## config.mk

```make
export PLATFORM = sky130hd
export DESIGN_NAME = rc4_stream_cipher
export DESIGN_NICKNAME = d
export VERILOG_FILES = /design/src/hw/rtl/rc4_pkg.sv /design/src/hw/rtl/rc4_stream_cipher.sv /design/src/hw/rtl/rc4_ram.sv /design/src/hw/rtl/rc4_core.sv
export SDC_FILE = /design/constraint.sdc
export NUM_CORES = 2
export LEC_CHECK = 0
export BUFFER_PORTS_ARGS = -buffer_cell sky130_fd_sc_hd__buf_2
export CORE_UTILIZATION = 57
export DETAILED_ROUTE_END_ITERATION = 10
export HOLD_SLACK_MARGIN = 0.1
export PLACE_DENSITY = 0.75
export SYNTH_ARGS = -nofsm -noshare
export SYNTH_HDL_FRONTEND = slang
export SYNTH_HIERARCHICAL = 1
export SYNTH_SLANG_ARGS = --single-unit
```

## constraint.sdc

```tcl
create_clock -name clock -period 20.8 [get_ports clock]
set_input_delay 4.16 -clock clock [delete_from_list [all_inputs] [get_ports clock]]
set_output_delay 4.16 -clock clock [all_outputs]
set_load 0.03 [all_outputs]
```

## src/hw/rtl/rc4_pkg.sv

```systemverilog
// Shared types and constants for the RC4 stream cipher block.
`default_nettype none

package rc4_pkg;

   // Permutation table geometry
   localparam int PERM_SIZE = 256;
   localparam int PERM_AW   = 8;

   // Shortest key that runs the key schedule (40 bits)
   localparam int MIN_KEY_BYTES = 5;

   // Result status codes
   localparam logic [1:0] STATUS_OK        = 2'd0;
   localparam logic [1:0] STATUS_SHORT_KEY = 2'd1;
   localparam logic [1:0] STATUS_NO_KEY    = 2'd2;

   // Item mode codes
   localparam logic MODE_KEY  = 1'b0;
   localparam logic MODE_DATA = 1'b1;

   typedef struct packed {
      logic       mode;
      logic [7:0] data_byte;
      logic       last;
   } req_item_type;

   typedef struct packed {
      logic [7:0] out_byte;
      logic [1:0] status;
   } rsp_item_type;

   // Port controls for the permutation RAM
   typedef struct packed {
      logic               we;
      logic [PERM_AW-1:0] waddr;
      logic [7:0]         wdata;
      logic [PERM_AW-1:0] raddr;
   } perm_ctl_type;

   typedef enum logic [3:0] {
      ST_IDLE,
      ST_KEY,
      ST_INIT,
      ST_KS_RD,
      ST_KS_ACC,
      ST_KS_SW1,
      ST_KS_SW2,
      ST_DT_RD1,
      ST_DT_J,
      ST_DT_W1,
      ST_DT_W2,
      ST_DT_RD3,
      ST_DT_OUT,
      ST_EMIT
   } rc4_state_type;

endpackage

`default_nettype wire

```

## src/hw/rtl/rc4_stream_cipher.sv

```systemverilog
// Top level of the RC4 stream cipher: handshakes, result register and RAMs.
`default_nettype none

// RC4 byte cipher. Key bytes (mode 0) are collected one per item; the item
// flagged last closes the key and yields one status item (short key below
// five bytes, else OK after the key schedule). Once a key is set, data bytes
// (mode 1) each yield the byte XOR the next keystream byte; before that they
// yield a no-key status item. One item is processed at a time; all work runs
// through a single permutation RAM with one read and one write port. The key
// schedule first fills the table with its identity, then runs one swap step
// per entry. A finished item waits in an output register, so the next item
// is accepted while the result is still stalled.
module rc4_stream_cipher import rc4_pkg::*; #(
   parameter int KEY_STORE_DEPTH = 256
) (
   input  wire logic         clock,
   input  wire logic         reset,
   input  wire logic         req_valid,
   output logic              req_stall,
   input  wire req_item_type req_item,
   output logic              rsp_valid,
   input  wire logic         rsp_stall,
   output rsp_item_type      rsp_item
);

   localparam int KW = $clog2(KEY_STORE_DEPTH);

   logic               busy;
   logic               start;
   logic               out_free;
   logic               res_valid;
   rsp_item_type       res_item;
   perm_ctl_type       perm_ctl;
   logic [7:0]         perm_rdata;
   logic               key_we;
   logic [KW-1:0]      key_waddr;
   logic [7:0]         key_wdata;
   logic [KW-1:0]      key_raddr;
   logic [7:0]         key_rdata;

   logic               rsp_valid_ff, rsp_valid_in;
   rsp_item_type       rsp_item_ff, rsp_item_in;

   // Input handshake
   assign req_stall = busy;
   assign start     = req_valid & ~busy;
   assign out_free  = ~rsp_valid_ff | ~rsp_stall;

   rc4_core #(
      .KEY_STORE_DEPTH(KEY_STORE_DEPTH)
   ) u_core (
      .clock      (clock),
      .reset      (reset),
      .start      (start),
      .item       (req_item),
      .out_free   (out_free),
      .busy       (busy),
      .res_valid  (res_valid),
      .res_item   (res_item),
      .perm_ctl   (perm_ctl),
      .perm_rdata (perm_rdata),
      .key_we     (key_we),
      .key_waddr  (key_waddr),
      .key_wdata  (key_wdata),
      .key_raddr  (key_raddr),
      .key_rdata  (key_rdata)
   );

   rc4_ram #(
      .WIDTH(8),
      .DEPTH(PERM_SIZE)
   ) u_perm_ram (
      .clock (clock),
      .we    (perm_ctl.we),
      .waddr (perm_ctl.waddr),
      .wdata (perm_ctl.wdata),
      .raddr (perm_ctl.raddr),
      .rdata (perm_rdata)
   );

   rc4_ram #(
      .WIDTH(8),
      .DEPTH(KEY_STORE_DEPTH)
   ) u_key_ram (
      .clock (clock),
      .we    (key_we),
      .waddr (key_waddr),
      .wdata (key_wdata),
      .raddr (key_raddr),
      .rdata (key_rdata)
   );

   // Load a new result, hold a stalled one, drop a taken one
   always_comb begin
      rsp_valid_in = rsp_valid_ff & rsp_stall;
      rsp_item_in  = rsp_item_ff;
      if (res_valid) begin
         rsp_valid_in = 1'b1;
         rsp_item_in  = res_item;
      end
   end

   always_ff @(posedge clock) begin
      if (reset) begin
         rsp_valid_ff <= 1'b0;
      end else begin
         rsp_valid_ff <= rsp_valid_in;
      end
   end

   always_ff @(posedge clock) begin
      rsp_item_ff <= rsp_item_in;
   end

   assign rsp_valid = rsp_valid_ff;
   assign rsp_item  = rsp_item_ff;

endmodule

`default_nettype wire

```

## src/hw/rtl/rc4_ram.sv

```systemverilog
// Generic RAM: one write port, one read port, registered read data.
`default_nettype none

module rc4_ram #(
   parameter int WIDTH = 8,
   parameter int DEPTH = 256
) (
   input  wire logic                     clock,
   input  wire logic                     we,
   input  wire logic [$clog2(DEPTH)-1:0] waddr,
   input  wire logic [WIDTH-1:0]         wdata,
   input  wire logic [$clog2(DEPTH)-1:0] raddr,
   output logic      [WIDTH-1:0]         rdata
);

   logic [WIDTH-1:0] mem_ff [DEPTH];
   logic [WIDTH-1:0] rdata_ff;

   // Write and registered read
   always_ff @(posedge clock) begin
      if (we) begin
         mem_ff[waddr] <= wdata;
      end
      rdata_ff <= mem_ff[raddr];
   end

   assign rdata = rdata_ff;

endmodule

`default_nettype wire

```

## src/hw/rtl/rc4_core.sv

```systemverilog
// Sequencer and datapath: key loading, key schedule and keystream steps.
`default_nettype none

module rc4_core import rc4_pkg::*; #(
   parameter int KEY_STORE_DEPTH = 256
) (
   input  wire logic                               clock,
   input  wire logic                               reset,
   input  wire logic                               start,
   input  wire req_item_type                       item,
   input  wire logic                               out_free,
   output logic                                    busy,
   output logic                                    res_valid,
   output rsp_item_type                            res_item,
   output perm_ctl_type                            perm_ctl,
   input  wire logic [7:0]                         perm_rdata,
   output logic                                    key_we,
   output logic [$clog2(KEY_STORE_DEPTH)-1:0]      key_waddr,
   output logic [7:0]                              key_wdata,
   output logic [$clog2(KEY_STORE_DEPTH)-1:0]      key_raddr,
   input  wire logic [7:0]                         key_rdata
);

   localparam int KW = $clog2(KEY_STORE_DEPTH);
   localparam int CW = $clog2(KEY_STORE_DEPTH + 1);

   rc4_state_type      state_ff, state_in;
   req_item_type       item_ff, item_in;
   rsp_item_type       res_ff, res_in;
   logic [CW-1:0]      key_count_ff, key_count_in;
   logic [CW-1:0]      len_ff, len_in;
   logic [KW-1:0]      kidx_ff, kidx_in;
   logic [PERM_AW-1:0] n_ff, n_in;
   logic [7:0]         acc_ff, acc_in;
   logic [7:0]         i_ff, i_in;
   logic [7:0]         j_ff, j_in;
   logic [7:0]         si_ff, si_in;
   logic [7:0]         sj_ff, sj_in;
   logic               keyed_ff, keyed_in;

   logic               store_room;
   logic [CW-1:0]      count_new;
   logic               short_key;
   logic               sweep_end;
   logic [7:0]         acc_sum;

   // Shared decode
   always_comb begin
      store_room = key_count_ff < CW'(KEY_STORE_DEPTH);
      count_new  = key_count_ff + CW'(store_room);
      short_key  = count_new < CW'(MIN_KEY_BYTES);
      sweep_end  = n_ff == PERM_AW'(PERM_SIZE - 1);
      acc_sum    = acc_ff + perm_rdata + key_rdata;
   end

   // Next state
   always_comb begin
      state_in = state_ff;
      unique case (state_ff)
         ST_IDLE: begin
            if (start) begin
               if (item.mode == MODE_KEY) begin
                  state_in = ST_KEY;
               end else if (keyed_ff) begin
                  state_in = ST_DT_RD1;
               end else begin
                  state_in = ST_EMIT;
               end
            end
         end
         ST_KEY: begin
            if (!item_ff.last) begin
               state_in = ST_IDLE;
            end else if (short_key) begin
               state_in = ST_EMIT;
            end else begin
               state_in = ST_INIT;
            end
         end
         ST_INIT:   state_in = sweep_end ? ST_KS_RD : ST_INIT;
         ST_KS_RD:  state_in = ST_KS_ACC;
         ST_KS_ACC: state_in = ST_KS_SW1;
         ST_KS_SW1: state_in = ST_KS_SW2;
         ST_KS_SW2: state_in = sweep_end ? ST_EMIT : ST_KS_RD;
         ST_DT_RD1: state_in = ST_DT_J;
         ST_DT_J:   state_in = ST_DT_W1;
         ST_DT_W1:  state_in = ST_DT_W2;
         ST_DT_W2:  state_in = ST_DT_RD3;
         ST_DT_RD3: state_in = ST_DT_OUT;
         ST_DT_OUT: state_in = ST_EMIT;
         ST_EMIT:   state_in = out_free ? ST_IDLE : ST_EMIT;
         default:   state_in = ST_IDLE;
      endcase
   end

   // Memory controls and handshake outputs
   always_comb begin
      busy           = state_ff != ST_IDLE;
      res_valid      = 1'b0;
      res_item       = res_ff;
      perm_ctl.we    = 1'b0;
      perm_ctl.waddr = n_ff;
      perm_ctl.wdata = perm_rdata;
      perm_ctl.raddr = n_ff;
      key_we         = 1'b0;
      key_waddr      = key_count_ff[KW-1:0];
      key_wdata      = item_ff.data_byte;
      key_raddr      = kidx_ff;
      unique case (state_ff)
         ST_IDLE: ;
         ST_KEY: begin
            key_we = store_room;
         end
         ST_INIT: begin
            perm_ctl.we    = 1'b1;
            perm_ctl.wdata = n_ff;
         end
         ST_KS_RD: ;
         ST_KS_ACC: begin
            perm_ctl.raddr = acc_sum;
         end
         ST_KS_SW1: begin
            perm_ctl.we = 1'b1;
         end
         ST_KS_SW2: begin
            perm_ctl.we    = 1'b1;
            perm_ctl.waddr = acc_ff;
            perm_ctl.wdata = si_ff;
         end
         ST_DT_RD1: begin
            perm_ctl.raddr = i_ff + 8'd1;
         end
         ST_DT_J: begin
            perm_ctl.raddr = j_ff + perm_rdata;
         end
         ST_DT_W1: begin
            perm_ctl.we    = 1'b1;
            perm_ctl.waddr = i_ff;
         end
         ST_DT_W2: begin
            perm_ctl.we    = 1'b1;
            perm_ctl.waddr = j_ff;
            perm_ctl.wdata = si_ff;
         end
         ST_DT_RD3: begin
            perm_ctl.raddr = si_ff + sj_ff;
         end
         ST_DT_OUT: ;
         ST_EMIT: begin
            res_valid = out_free;
         end
         default: ;
      endcase
   end

   // Datapath register updates
   always_comb begin
      item_in      = item_ff;
      res_in       = res_ff;
      key_count_in = key_count_ff;
      len_in       = len_ff;
      kidx_in      = kidx_ff;
      n_in         = n_ff;
      acc_in       = acc_ff;
      i_in         = i_ff;
      j_in         = j_ff;
      si_in        = si_ff;
      sj_in        = sj_ff;
      keyed_in     = keyed_ff;
      case (state_ff)
         ST_IDLE: begin
            if (start) begin
               item_in         = item;
               res_in.out_byte = 8'd0;
               res_in.status   = STATUS_NO_KEY;
            end
         end
         ST_KEY: begin
            // Store the byte, then close the key on the last one
            key_count_in    = item_ff.last ? '0 : count_new;
            len_in          = count_new;
            kidx_in         = '0;
            acc_in          = 8'd0;
            n_in            = '0;
            res_in.out_byte = 8'd0;
            res_in.status   = STATUS_SHORT_KEY;
         end
         ST_INIT: begin
            n_in = n_ff + PERM_AW'(1);
         end
         ST_KS_ACC: begin
            acc_in = acc_sum;
            si_in  = perm_rdata;
         end
         ST_KS_SW2: begin
            // Advance the step and wrap the key index at the key length
            n_in    = n_ff + PERM_AW'(1);
            kidx_in = (CW'(kidx_ff) == len_ff - CW'(1)) ? '0 : kidx_ff + KW'(1);
            if (sweep_end) begin
               i_in            = 8'd0;
               j_in            = 8'd0;
               keyed_in        = 1'b1;
               res_in.out_byte = 8'd0;
               res_in.status   = STATUS_OK;
            end
         end
         ST_DT_RD1: begin
            i_in = i_ff + 8'd1;
         end
         ST_DT_J: begin
            si_in = perm_rdata;
            j_in  = j_ff + perm_rdata;
         end
         ST_DT_W1: begin
            sj_in = perm_rdata;
         end
         ST_DT_OUT: begin
            res_in.out_byte = item_ff.data_byte ^ perm_rdata;
            res_in.status   = STATUS_OK;
         end
         default: ;
      endcase
   end

   // Control registers
   always_ff @(posedge clock) begin
      if (reset) begin
         state_ff     <= ST_IDLE;
         key_count_ff <= '0;
         i_ff         <= 8'd0;
         j_ff         <= 8'd0;
         keyed_ff     <= 1'b0;
      end else begin
         state_ff     <= state_in;
         key_count_ff <= key_count_in;
         i_ff         <= i_in;
         j_ff         <= j_in;
         keyed_ff     <= keyed_in;
      end
   end

   // Payload registers
   always_ff @(posedge clock) begin
      item_ff <= item_in;
      res_ff  <= res_in;
      len_ff  <= len_in;
      kidx_ff <= kidx_in;
      n_ff    <= n_in;
      acc_ff  <= acc_in;
      si_ff   <= si_in;
      sj_ff   <= sj_in;
   end

endmodule

`default_nettype wire

```

==> summary.txt <==
STA
  • Crit share post-route: a little over a third
  • Final WS setup: about 13 ns
  • Worst Tran Pin Value: approximately 1.4 ns
  • Min Clock Period, post-route: between 7 and 8 ns
  • Unrepaired setup endpoints after global routing: no
  • Final Hold Vio Count: 0
  • Max Clk Rate: 0.132 GHz
  • Setup TNS: 0 ns
  • Final setup vio count: 0
  • Worst slew margin: under 10%
  • Max-slew violations: 0
  • Worst Skew: a little over 0.07 ns

Floorplanning
  • Initial Util: between 50% and 60%
  • Die area: roughly 0.29 sq mm
  • I/O Pins: 26
  • Core area: about 0.29 sq mm
  • Die width: 541 microns
  • Row count: 197
  • Die height: approximately 540 microns

Run
  • Max-cap violations: 0

Setup path
  • Crit Path Category: register to register
  • Crit path max fanout: 50
  • CP Capture Type: register
  • Type of origin of the critical path: register
  • CP most frequent cell: buf_4
  • CP Cell Sequence: or4b_1 > nor2_1 > a21oi_1 > nand3_4 > buf_4 > buf_4 > buf_4 > mux4_2 > a22o_1 > a221oi_1 > o221ai_1 > a211oi_1 > nor4_1
  • Slowest-stage cell, CP: buf_4
  • Max incr delay on CP: 0.90 ns
  • Critical path required time: around 22 ns
  • Worst path arrival time: ~8.4 ns

Logic synthesis
  • Cell area after synthesis: approximately 0.17 sq mm
  • Dominant cell type by area after synthesis: edfxtp_1
  • Post-synth EDFFs: 4,174
  • Async SR Flop Fraction: 0%
  • Most frequent cell after synthesis: edfxtp_1
  • Yosys Warn Count: 6
  • Yosys top cell area share: between 70% and 80%
  • Mapped Cells: between 8k and 9k
  • Syn nets: ~8.2k
  • Register area share after synthesis: between 70 and 80%
  • Synth Area per Inst: 20.3 sq um
  • Distinct cells, synth: 86
  • Commonest cells in the netlist: edfxtp_1 (4,174), mux4_2 (908), nor2_1 (644)
  • Largest cells by area after synthesis: edfxtp_1 (76%), mux4_2 (12%), mux2i_1 (1.7%)
  • Synth Flop Type: edfxtp_1
  • Seq cells post-synth: approximately 4.2k

Clock network
  • CTS Hold Bufs: 0
  • Worst skew pair latency: roughly 0.99 ns
  • CTS tree: yes
  • Root Driver: clkbuf_16
  • CTS H-Tree Depth: 5
  • Post_cts resized: 0
  • TritonCTS Buffers: between 400 and 500
  • Clk pin slew, worst setup/hold paths: around 0.060 ns
  • Worst-case clock buffer depth: 4
  • # Post-CTS Setup Buffers: 0
  • Num Clock Sinks: 4,221

Final layout
  • Layout Cells excl Fill: 12.5k
  • Final #Nets: 8,305
  • Layout area overhead: 10.1%
  • Post-layout util: roughly 63%
  • Share of post-route cells with drive strength above 1: around 20%

GRT
  • GRT Overall Usage: ~27%
  • Vias in the first global route: 84.3k
  • GR Overflow Total: 0
  • Initial antenna violation count: 14
  • Largest net degree at the start of global routing: about 230
  • First-pass GRT wire length: 585 mm

Detailed routing
  • 1st-pass router iterations: 7
  • Antenna-violating nets left: 0
  • Total number of vias: around 85k
  • Initial DRC count: ~12k
  • Vias per cell: 6.78
  • Routed WL: 403 mm
  • Wire per inst: ~32 microns
  • DRC Markers: 0

Placement
  • RePlAce Congestion: approximately 0.90
  • DP Wirelength: between 200 and 250 mm
  • Placed Cells: around 12k
  • IO Port Bufs: 25
  • Dpl ws: roughly 13 ns

Power
  • Int Power: 17,900 uW
  • Leak: approximately 0.056 uW
  • Power Density: between 100 and 150 mW/mm^2
  • Switching Fraction: 34.1%
  • Max VDD drop: roughly 240 uV
  • Clock share of power: between 20 and 30%
  • Reg power frac: about two fifths
  • NetSw: about 9300 uW
  • Comb pwr share: 34.0%

Status
  • Outcome: completed

Hold path
  • HP Class: register to register
==> worst paths after layout <==
kind / from / endpoint / slack, ns / cells after the start
worst min-delay path: u_core/res_item[6]$_DFFE_PP_ / rsp_item[6]$_DFFE_PP_ / 0.42 / 0
worst min register to register: u_core/res_item[6]$_DFFE_PP_ / rsp_item[6]$_DFFE_PP_ / 0.42 / 0
worst max register to register: u_core/state_ff[2]$_SDFFE_PP0P_ / u_perm_ram/rdata[5]$_DFF_P_ / 13.22 / 13
worst max-delay path: u_core/state_ff[2]$_SDFFE_PP0P_ / u_perm_ram/rdata[5]$_DFF_P_ / 13.22 / 13
==> power groups by stage <==
stage | Sequential (uW) | Combinational (uW) | Clock (uW)
final | 10700 | 9250 | 7290
after global routing | 10700 | 9630 | 7670
after CTS | 10700 | 9180 | 7360
after detailed placement | 10900 | 9120 | 0
after global placement | 10900 | 8930 | 0
after floorplan | 11300 | 6180 | 0
==> worst max-delay path, delay by kind of cell, from the launching register on <==
kind	cells	cell delay (ns)
buf+inv	3	2.65
simple gates	4	1.70
flops	1	0.78
mux	1	0.60
compound gates	5	1.55
==> registers in the layout, indices dropped and copies added (netlist names), 9 cells and up <==
register	flops
rsp_item	10
u_key_ram/mem_ff	2048
u_core/len_ff	9
u_core/key_count_ff	9
u_perm_ram/mem_ff	2048
u_core/res_item	10
==> cells in the final DEF (no fill, tap or decap), drive strengths merged, types with 12 or more instances in the layout <==
| cell type | instances |
|---|---|
| nor4 | 58 |
| a22o | 16 |
| mux2i | 279 |
| o211ai | 24 |
| o21ai | 62 |
| clkinvlp | 21 |
| clkbuf | 506 |
| a21oi | 252 |
| a221oi | 29 |
| inv | 40 |
| nor2 | 644 |
| edfxtp | 4174 |
| dfxtp | 47 |
| o22ai | 61 |
| nor3 | 53 |
| xnor2 | 33 |
| a22oi | 274 |
| nor3b | 12 |
| or2 | 12 |
| and2 | 20 |
| nor2b | 73 |
| buf | 196 |
| ha | 26 |
| nand4 | 25 |
| mux4 | 912 |
| xor2 | 22 |
| o221ai | 96 |
| bufinv | 34 |
| a211oi | 49 |
| clkinv | 184 |
| nand2b | 23 |
| nand3 | 84 |
| nand2 | 111 |
==> area by class of cell <==
class | instances | area, sq um
Clock buffer | 506 | 10900
Inverter | 31 | 116
Fill cell | 18626 | 106000
Multi-Input combinational cell | 3398 | 36600
Timing Repair Buffer | 196 | 1560
Clock inverter | 248 | 2370
Antenna cell | 5 | 12.5
Tap cell | 3880 | 4850
Sequential cell | 4221 | 126000
==> metrics by stage <==
step           total power [uW]  hold WS (ns)  cell area, sq um
3_5_place_dp              20000         0.405            169000
4_1_cts                   27200         0.420            183000
6_report                  27200         0.419            183000
5_1_grt                   28000         0.424            183000
2_1_floorplan             17500         0.400            166000
3_3_place_gp              19800         0.407            169000
==> per-layer routing <==
| layer | vias up | share of wire (%) | GRT usage, % |
|---|---|---|---|
| met5 | - | 0.022 | 0 |
| met4 | 10 | 5.2 | 12.7 |
| met3 | 961 | 11 | 4.53 |
| met2 | 5683 | 49 | 44.0 |
| met1 | 43880 | 36 | 37.5 |
| li1 | 34131 | - | - |
==> cell families (layout without fill, tap and decap cells) <==
| kind of cell | after synthesis | after routing | share of synthesized area (%) |
|---|---|---|---|
| AO/OA/AOI/OAI | 948 | 948 | 3.97 |
| XOR/XNOR | 55 | 55 | 0.290 |
| adder cells (fa/ha/maj) | 36 | 36 | 0.317 |
| buffers and inverters | 548 | 981 | 1.97 |
| flip-flops | 4221 | 4221 | 76.1 |
| multiplexers | 1193 | 1193 | 14.1 |
| other | 0 | 5 | 0 |
| AND/OR/NAND/NOR | 1166 | 1166 | 3.24 |
Power figures use the tool's default switching activity.
